[src/rtl/bffa_pkg.sv]
package bffa_pkg;

    localparam int UNIT_BITS = 8;
    localparam int OFF_W     = 3;
    localparam logic [UNIT_BITS-1:0] TOP_BIT = 8'h80;

    localparam int SIZE_W    = 11;
    localparam int NEED_W    = 12;
    localparam int START_W   = 10;
    localparam int BLOCK_W   = 10;
    localparam int USED_W    = 11;
    localparam int CLR_W     = 4;

    localparam int S_DATA_W  = 24;
    localparam int S_USER_W  = 2;
    localparam int M_DATA_W  = 24;
    localparam int M_USER_W  = 1;

    typedef enum logic [0:0] {
        OP_ALLOC = 1'b0,
        OP_FREE  = 1'b1
    } op_t;

    typedef enum logic [2:0] {
        ST_CLEAR,
        ST_IDLE,
        ST_SCAN,
        ST_MARK,
        ST_FREE,
        ST_DONE
    } state_t;

    typedef struct packed {
        logic [OFF_W-1:0] lo;
        logic [OFF_W-1:0] hi;
    } row_span_t;

    typedef struct packed {
        logic             found;
        logic [OFF_W-1:0] pos;
        logic             stop;
        logic [CLR_W-1:0] n_clr;
    } row_res_t;

endpackage

[src/rtl/bffa_ram.sv]
module bffa_ram #(
    parameter int WIDTH = 8,
    parameter int DEPTH = 128
) (
    input  logic                                 clk,
    input  logic                                 wr_en,
    input  logic [(DEPTH > 1 ? $clog2(DEPTH) : 1)-1:0] wr_addr,
    input  logic [WIDTH-1:0]                     wr_data,
    input  logic                                 rd_en,
    input  logic [(DEPTH > 1 ? $clog2(DEPTH) : 1)-1:0] rd_addr,
    output logic [WIDTH-1:0]                     rd_data
);

    logic [WIDTH-1:0] mem [DEPTH];
    logic [WIDTH-1:0] rd_data_reg;

    always_ff @(posedge clk)
    begin
        if (wr_en)
        begin
            mem[wr_addr] <= wr_data;
        end
        if (rd_en)
        begin
            rd_data_reg <= mem[rd_addr];
        end
    end

    assign rd_data = rd_data_reg;

endmodule

[src/rtl/bffa_row.sv]
module bffa_row import bffa_pkg::*; #(
    parameter int RUN_W = 11
) (
    input  logic [UNIT_BITS-1:0] data,
    input  logic [UNIT_BITS-1:0] valid,
    input  row_span_t            span,
    input  logic [RUN_W-1:0]     run_in,
    input  logic [NEED_W-1:0]    need,
    output logic [RUN_W-1:0]     run_out,
    output row_res_t             res,
    output logic [UNIT_BITS-1:0] set_data,
    output logic [UNIT_BITS-1:0] clr_data
);

    logic [UNIT_BITS-1:0] used_u;
    logic [UNIT_BITS-1:0] set_m;
    logic [UNIT_BITS-1:0] clr_m;
    logic [RUN_W-1:0]     run;
    logic                 found;
    logic [OFF_W-1:0]     pos;
    logic                 go;

    // unit j of the row sits at bit TOP_BIT >> j
    always_comb
    begin
        for (int j = 0; j < UNIT_BITS; j++)
        begin
            used_u[j] = |(data & (TOP_BIT >> j));
        end
    end

    // free-run count, first unit where the run reaches the need
    always_comb
    begin
        run   = run_in;
        found = 1'b0;
        pos   = '0;
        for (int j = 0; j < UNIT_BITS; j++)
        begin
            if (!found && valid[j])
            begin
                if (used_u[j])
                begin
                    run = '0;
                end
                else
                begin
                    run = run + RUN_W'(1);
                end
                if ({NEED_W'(0), run} == {RUN_W'(0), need})
                begin
                    found = 1'b1;
                    pos   = OFF_W'(j);
                end
            end
        end
    end

    // clear consecutive used units from span.lo
    always_comb
    begin
        go    = 1'b1;
        clr_m = '0;
        for (int j = 0; j < UNIT_BITS; j++)
        begin
            if (OFF_W'(j) >= span.lo)
            begin
                if (go && valid[j] && used_u[j])
                begin
                    clr_m[j] = 1'b1;
                end
                else
                begin
                    go = 1'b0;
                end
            end
        end
    end

    always_comb
    begin
        for (int j = 0; j < UNIT_BITS; j++)
        begin
            set_m[j] = (OFF_W'(j) >= span.lo) && (OFF_W'(j) <= span.hi);
        end
    end

    always_comb
    begin
        set_data = data;
        clr_data = data;
        for (int j = 0; j < UNIT_BITS; j++)
        begin
            if (set_m[j])
            begin
                set_data = set_data | (TOP_BIT >> j);
            end
            if (clr_m[j])
            begin
                clr_data = clr_data & ~(TOP_BIT >> j);
            end
        end
    end

    assign run_out   = run;
    assign res.found = found;
    assign res.pos   = pos;
    assign res.stop  = !go;
    assign res.n_clr = CLR_W'($countones(clr_m));

endmodule

[src/rtl/bitmap_first_fit_allocator.sv]
// allocate: the map rows are scanned for a free run, the found block is marked row by row,
// then the result is registered; free: used units are cleared from the start index, and a null or
// out-of-pool free goes straight to the result
// flow: one transaction in flight; the next input is taken once the result is registered
// reset: control clears at once, then a clearing pass writes zero to every row of the map
// while no input is taken
module bitmap_first_fit_allocator import bffa_pkg::*; #(
    parameter int POOL_UNITS = 1024
) (
    input  logic                clk,
    input  logic                rst_n,
    input  logic                s_axis_tvalid,
    output logic                s_axis_tready,
    input  logic [S_DATA_W-1:0] s_axis_tdata,  // size, start_index, zero pad
    input  logic [S_USER_W-1:0] s_axis_tuser,  // operation, is_null
    output logic                m_axis_tvalid,
    input  logic                m_axis_tready,
    output logic [M_DATA_W-1:0] m_axis_tdata,  // block_start, used_units, zero pad
    output logic [M_USER_W-1:0] m_axis_tuser   // ok
);

    localparam int ROWS     = (POOL_UNITS + UNIT_BITS - 1) / UNIT_BITS;
    localparam int RA_W     = ROWS > 1 ? $clog2(ROWS) : 1;
    localparam int U_W      = $clog2(POOL_UNITS + 1);
    localparam int W2       = U_W + SIZE_W;
    localparam int W3       = U_W + START_W;
    localparam int LAST_N   = POOL_UNITS - (ROWS - 1) * UNIT_BITS;
    localparam logic [RA_W-1:0]      LAST_ROW   = RA_W'(ROWS - 1);
    localparam logic [UNIT_BITS-1:0] LAST_VALID = UNIT_BITS'((1 << LAST_N) - 1);

    state_t              state_reg, state_next;
    logic [RA_W-1:0]     row_reg, row_next;
    logic [U_W-1:0]      run_reg, run_next;
    logic [U_W-1:0]      cnt_reg, cnt_next;
    logic [SIZE_W-1:0]   size_reg, size_next;
    logic [OFF_W-1:0]    lo_reg, lo_next;
    logic [RA_W-1:0]     last_row_reg, last_row_next;
    logic [OFF_W-1:0]    last_off_reg, last_off_next;
    logic                pend_ok_reg, pend_ok_next;
    logic [U_W-1:0]      pend_blk_reg, pend_blk_next;
    logic                m_valid_reg, m_valid_next;
    logic                m_ok_reg, m_ok_next;
    logic [M_DATA_W-1:0] m_data_reg, m_data_next;

    logic                 wr_en;
    logic [RA_W-1:0]      wr_addr;
    logic [UNIT_BITS-1:0] wr_data;
    logic                 rd_en;
    logic [RA_W-1:0]      rd_addr;
    logic [UNIT_BITS-1:0] rd_data;

    logic [UNIT_BITS-1:0] row_valid;
    row_span_t            span;
    logic [NEED_W-1:0]    need;
    logic [U_W-1:0]       run_out;
    row_res_t             res;
    logic [UNIT_BITS-1:0] set_data;
    logic [UNIT_BITS-1:0] clr_data;

    logic [SIZE_W-1:0]    in_size;
    logic [START_W-1:0]   in_start;
    logic [W3-1:0]        start_w;
    logic                 start_ok;
    logic [U_W-1:0]       start_u;
    logic [U_W-1:0]       hit_unit;
    logic [W2-1:0]        blk_w;
    logic [U_W-1:0]       blk_u;
    logic [U_W-1:0]       last_u;
    logic [W2-1:0]        cnt_add_w;
    logic [W2-1:0]        blk_out_w;
    logic [W2-1:0]        cnt_out_w;

    bffa_ram #(
        .WIDTH (UNIT_BITS),
        .DEPTH (ROWS)
    ) u_map (
        .clk     (clk),
        .wr_en   (wr_en),
        .wr_addr (wr_addr),
        .wr_data (wr_data),
        .rd_en   (rd_en),
        .rd_addr (rd_addr),
        .rd_data (rd_data)
    );

    bffa_row #(
        .RUN_W (U_W)
    ) u_row (
        .data     (rd_data),
        .valid    (row_valid),
        .span     (span),
        .run_in   (run_reg),
        .need     (need),
        .run_out  (run_out),
        .res      (res),
        .set_data (set_data),
        .clr_data (clr_data)
    );

    assign in_size   = s_axis_tdata[SIZE_W-1:0];
    assign in_start  = s_axis_tdata[SIZE_W+START_W-1:SIZE_W];
    assign start_w   = W3'(in_start);
    assign start_ok  = start_w < W3'(POOL_UNITS);
    assign start_u   = start_w[U_W-1:0];

    assign need      = NEED_W'(size_reg) + NEED_W'(2);
    assign row_valid = (row_reg == LAST_ROW) ? LAST_VALID : '1;
    assign hit_unit  = U_W'({row_reg, res.pos});
    assign blk_w     = W2'(hit_unit) - W2'(size_reg);
    assign blk_u     = blk_w[U_W-1:0];
    assign last_u    = hit_unit - U_W'(1);
    assign cnt_add_w = W2'(cnt_reg) + W2'(size_reg);
    assign blk_out_w = W2'(pend_blk_reg);
    assign cnt_out_w = W2'(cnt_reg);

    assign span.lo = lo_reg;
    assign span.hi = (state_reg == ST_MARK && row_reg == last_row_reg) ? last_off_reg : '1;

    always_ff @(posedge clk or negedge rst_n)
    begin
        if (!rst_n)
        begin
            state_reg   <= ST_CLEAR;
            row_reg     <= '0;
            cnt_reg     <= '0;
            m_valid_reg <= 1'b0;
        end
        else
        begin
            state_reg   <= state_next;
            row_reg     <= row_next;
            cnt_reg     <= cnt_next;
            m_valid_reg <= m_valid_next;
        end
    end

    always_ff @(posedge clk)
    begin
        run_reg      <= run_next;
        size_reg     <= size_next;
        lo_reg       <= lo_next;
        last_row_reg <= last_row_next;
        last_off_reg <= last_off_next;
        pend_ok_reg  <= pend_ok_next;
        pend_blk_reg <= pend_blk_next;
        m_ok_reg     <= m_ok_next;
        m_data_reg   <= m_data_next;
    end

    always_comb
    begin
        state_next    = state_reg;
        row_next      = row_reg;
        run_next      = run_reg;
        cnt_next      = cnt_reg;
        size_next     = size_reg;
        lo_next       = lo_reg;
        last_row_next = last_row_reg;
        last_off_next = last_off_reg;
        pend_ok_next  = pend_ok_reg;
        pend_blk_next = pend_blk_reg;
        m_valid_next  = m_valid_reg && !m_axis_tready;
        m_ok_next     = m_ok_reg;
        m_data_next   = m_data_reg;
        s_axis_tready = 1'b0;
        wr_en         = 1'b0;
        wr_addr       = row_reg;
        wr_data       = '0;
        rd_en         = 1'b0;
        rd_addr       = row_reg + RA_W'(1);

        unique case (state_reg)
            ST_CLEAR:
            begin
                wr_en = 1'b1;
                if (row_reg == LAST_ROW)
                begin
                    row_next   = '0;
                    state_next = ST_IDLE;
                end
                else
                begin
                    row_next = row_reg + RA_W'(1);
                end
            end
            ST_IDLE:
            begin
                s_axis_tready = 1'b1;
                size_next     = in_size;
                run_next      = '0;
                pend_ok_next  = 1'b0;
                pend_blk_next = '0;
                if (s_axis_tvalid)
                begin
                    if (s_axis_tuser[0] == OP_ALLOC)
                    begin
                        rd_en      = 1'b1;
                        rd_addr    = '0;
                        row_next   = '0;
                        state_next = ST_SCAN;
                    end
                    else if (s_axis_tuser[1])
                    begin
                        state_next = ST_DONE;
                    end
                    else if (!start_ok)
                    begin
                        pend_ok_next = 1'b1;
                        state_next   = ST_DONE;
                    end
                    else
                    begin
                        rd_en      = 1'b1;
                        rd_addr    = start_u[RA_W+OFF_W-1:OFF_W];
                        row_next   = start_u[RA_W+OFF_W-1:OFF_W];
                        lo_next    = start_u[OFF_W-1:0];
                        state_next = ST_FREE;
                    end
                end
            end
            ST_SCAN:
            begin
                if (res.found)
                begin
                    cnt_next      = cnt_add_w[U_W-1:0];
                    pend_ok_next  = 1'b1;
                    pend_blk_next = blk_u;
                    if (size_reg == '0)
                    begin
                        state_next = ST_DONE;
                    end
                    else
                    begin
                        rd_en         = 1'b1;
                        rd_addr       = blk_u[RA_W+OFF_W-1:OFF_W];
                        row_next      = blk_u[RA_W+OFF_W-1:OFF_W];
                        lo_next       = blk_u[OFF_W-1:0];
                        last_row_next = last_u[RA_W+OFF_W-1:OFF_W];
                        last_off_next = last_u[OFF_W-1:0];
                        state_next    = ST_MARK;
                    end
                end
                else if (row_reg == LAST_ROW)
                begin
                    state_next = ST_DONE;
                end
                else
                begin
                    rd_en    = 1'b1;
                    row_next = row_reg + RA_W'(1);
                    run_next = run_out;
                end
            end
            ST_MARK:
            begin
                wr_en   = 1'b1;
                wr_data = set_data;
                if (row_reg == last_row_reg)
                begin
                    state_next = ST_DONE;
                end
                else
                begin
                    rd_en    = 1'b1;
                    row_next = row_reg + RA_W'(1);
                    lo_next  = '0;
                end
            end
            ST_FREE:
            begin
                wr_en    = 1'b1;
                wr_data  = clr_data;
                cnt_next = cnt_reg - U_W'(res.n_clr);
                if (res.stop || row_reg == LAST_ROW)
                begin
                    pend_ok_next = 1'b1;
                    state_next   = ST_DONE;
                end
                else
                begin
                    rd_en    = 1'b1;
                    row_next = row_reg + RA_W'(1);
                    lo_next  = '0;
                end
            end
            ST_DONE:
            begin
                if (!m_valid_reg || m_axis_tready)
                begin
                    m_valid_next = 1'b1;
                    m_ok_next    = pend_ok_reg;
                    m_data_next  = {3'b000, cnt_out_w[USED_W-1:0], blk_out_w[BLOCK_W-1:0]};
                    state_next   = ST_IDLE;
                end
            end
            default:
            begin
                state_next = ST_IDLE;
            end
        endcase
    end

    assign m_axis_tvalid = m_valid_reg;
    assign m_axis_tdata  = m_data_reg;
    assign m_axis_tuser  = m_ok_reg;

endmodule

[config.mk]
export PLATFORM = sky130hd
export DESIGN_NAME = bitmap_first_fit_allocator
export DESIGN_NICKNAME = d
export VERILOG_FILES = /design/src/rtl/bffa_pkg.sv /design/src/rtl/bffa_ram.sv /design/src/rtl/bffa_row.sv /design/src/rtl/bitmap_first_fit_allocator.sv
export SDC_FILE = /design/constraint.sdc
export NUM_CORES = 2
export LEC_CHECK = 0
export ABC_CLOCK_PERIOD_IN_PS = 20000
export CAP_MARGIN = 20
export CORE_AREA = 5 5 310 312
export DETAILED_ROUTE_END_ITERATION = 7
export DIE_AREA = 0 0 315 317
export DONT_BUFFER_PORTS = 1
export GPL_ROUTABILITY_DRIVEN = 1
export PLACE_DENSITY = 0.83
export SLEW_MARGIN = 25
export SYNTH_ARGS = -nofsm -noshare
export SYNTH_HDL_FRONTEND = slang
export SYNTH_SLANG_ARGS = --single-unit
[constraint.sdc]
create_clock -name clk -period 20 [get_ports clk]
set_input_delay 4 -clock clk [delete_from_list [all_inputs] [get_ports clk]]
set_output_delay 4 -clock clk [all_outputs]
set_load 0.1 [all_outputs]
==> metrics <==
DR pass1 iterations 7; CP endpoint kind register; GR Overflow Total 0; DP HPWL approximately 110000 microns; Largest register FFs just over 1000; Final Cell Area between 60000 and 70000 sq um; Worst path depth 67; crit path from run_reg[0]; largest register by flop count u_map.mem; cts hold-fix bufs 0; clk_lat worst skew around 0.73 ns; NetSw about 5100 uW; initial antenna violation count 3; cell mode on critical path a21o_1; top cells by area, synth edfxtp_1, nand2_1, nor2_1; CP startpoint kind register; pwr/cell area approximately 180 nW/um^2; drt initial violations between 6000 and 7000; Post-Synthesis Cells around 4800; Crit Path Max Fanout 14; cts repair resizes 0; sw frac 0.469; die width ~320 microns; ANT nets after route 0; PortBufs 0; Gate power share 0.532; Area Overhead vs Synth 9.34%; number of flops mapped to enable cells by yosys between 1000 and 1500; area of the mapped netlist 55100 sq um; Place WS 1.15 ns; first-pass GRT wire length between 200000 and 300000 microns; Cell Rows 112; Tcrit/Tclk final 0.960; Async SR Flop Fraction 0.0196; CP delay by family, top simple AND/OR/NAND/NOR gates; Yosys reg bits 1122; Slew headroom 0.295; via/cell ratio between 7 and 8; Pint around 5800 uW; largest net degree at the start of global routing 100; buffers and inverters on the worst path 6; post-synth cell types between 100 and 150; Critical Path RT 20.57 ns; Worst-path clk slew 0.07 ns; H-tree Lvls 3; Max clock buf depth 3; Worst Setup EP u_map.rd_data[2]; top_reg_cell synth edfxtp_1; CP arrival approximately 20 ns; clock share of power 0.180; # setup viols final 0; I/O pins 57; CTS buffer count 107; footprint of the multi-input gates ~20000 sq um; Peak supply drop ~190 uV; Routed WL around 170000 microns; Starting Density 0.594; Reg area approximately 34000 sq um; R2R Setup Slk between 0.8 and 0.9 ns; GPL Wtd Cong a little under 1; dpl cell area 56900 sq um; # DRC 0; Root Buffer clkbuf_16; Synth top area share 0.599; status completed; total track usage 0.327; Seq/Total Area, Yosys 0.609; critical path class register to register; worst reg2reg path endpoint u_map.rd_data[2]; Slowest-stage cell, CP or4_4; nets@finish between 4000 and 5000; setup TNS 0 ns; Worst Max-Slew Pin Slew 1.06 ns; part of the power in registers 0.288; Min-Delay Path Class register to register; total die area 99900 sq um; vias roughly 43000; # fillers approximately 6500; CP max stage delay 0.70 ns; leakage roughly 0.02 uW; RSZ-0062 raised after global routing no; post-layout min period about 19 ns; cell taking the most area after synthesis edfxtp_1; layout cell share with drive strength beyond 1 0.105; number of global-route vias before repair 40786; CTS tree done; per-cell routed wire length 27.5 microns; Syn. warnings 0; Hold Path Stages 0; Fin. Hold Viols 0; FF-to-FF path depth 67; worst setup margin between 0.8 and 0.9 ns; setup bufs post-CTS 0; max-cap violation count 0; fmax between 50 and 60 MHz; syn_area_per_cell around 12 sq um; clk_skew 0.0316 ns; Critical R2R Launch run_reg[0]; DIE HEIGHT approximately 320 microns; CORE AREA between 90000 and 100000 sq um; clk sink count 1122; max-slew violation count 0
[final cells by class]
class,instances,share of cell area
Timing Repair Buffer,181,0.0253
Sequential cell,1122,0.557
Tap cell,1254,0.0260
Multi-Input combinational cell,3278,0.331
Inverter,66,0.00411
Clock buffer,127,0.0462
Clock inverter,72,0.00972
Antenna cell,4,0.000166
[power by group through the flow]
stage / clock network, uW / logic (uW) / registers [uW]
finish: 1960 / 5790 / 3130
global route: 2070 / 6040 / 3140
CTS: 1960 / 5590 / 3130
detailed placement: 0 / 5530 / 3180
global placement: 0 / 5400 / 3170
floorplan: 0 / 3540 / 3120
[cell usage in the layout, fill, tap and decap left out, types with 24 or more instances in the layout]
cell	n
edfxtp_1	1100
nand2_1	572
nor2_1	533
o21ai_0	197
a21oi_1	189
o22ai_1	185
a31oi_1	172
buf_4	167
nand3_1	147
clkbuf_16	108
xnor2_1	94
nor3_1	79
and3_1	68
mux2_2	62
inv_1	60
nand4_1	59
mux2i_1	43
ha_1	39
o211ai_1	37
and2_1	32
xor2_1	32
or3_1	30
a211oi_1	30
a311oi_1	30
nor4_1	28
o22a_1	27
clkinv_1	26
a21o_1	26
o2111a_1	24
clkinv_2	24
[metal layers]
| layer | part of all wire | vias to the layer above | routed length (microns) | global-route usage |
|---|---|---|---|---|
| met2 | 0.46 | 3362 | 77500 | 0.518 |
| met1 | 0.34 | 20564 | 58000 | 0.420 |
| met5 | 0.00010 | - | 17 | 0 |
| met3 | 0.13 | 741 | 21100 | 0.0762 |
| li1 | - | 18350 | - | - |
| met4 | 0.069 | 2 | 11600 | 0.186 |
[kinds of logic after synthesis]
logic type / synth area share
buffers and inverters: 0.0318
other: 0.0000680
DFF: 0.609
muxes: 0.0207
and+or+nand+nor: 0.143
AOI/OAI and AO/OA: 0.162
adders and majority gates: 0.0110
xor gates and xnor gates: 0.0214
[worst min path at each step]
stage	from	to
after CTS	pend_blk_reg[6]	m_axis_tdata[6]
after detailed placement	pend_blk_reg[5]	m_axis_tdata[5]
after global routing	pend_blk_reg[6]	m_axis_tdata[6]
after floorplan	pend_blk_reg[0]	m_axis_tdata[0]
after global placement	pend_blk_reg[3]	m_axis_tdata[3]
final	pend_blk_reg[6]	m_axis_tdata[6]
[metrics by stage]
stage / cells / hold slack, ns / util / total power (uW)
after floorplan: 4784 / 0.400 / - / 6650
after global placement: 5901 / 0.406 / 0.613 / 8570
after detailed placement: 5901 / 0.405 / 0.613 / 8710
after CTS: 6100 / 0.419 / 0.649 / 10700
after global routing: 6100 / 0.424 / 0.650 / 11200
final: 6104 / 0.417 / 0.650 / 10900
[cell usage after synthesis (all sizes together) (18+ instances only)]
library cell  number
a2111oi           19
a211oi            32
a21boi            19
a21o              28
a21oi            191
a22oi             20
a311oi            30
a31oi            173
and2              34
and3              68
buf              174
clkbuf           144
dfrtp             22
edfxtp          1100
ha                39
inv               65
mux2              62
mux2i             44
nand2            577
nand3            154
nand4             59
nor2             539
nor2b             20
nor3              82
nor4              37
o2111a            24
o2111ai           19
o211ai            40
o21a              26
o21ai            220
o221ai            18
o22a              27
o22ai            186
o31ai             19
or2               18
or3               30
or4               20
xnor2             95
xor2              32
No activity file was read; power rests on OpenSTA's default activity.
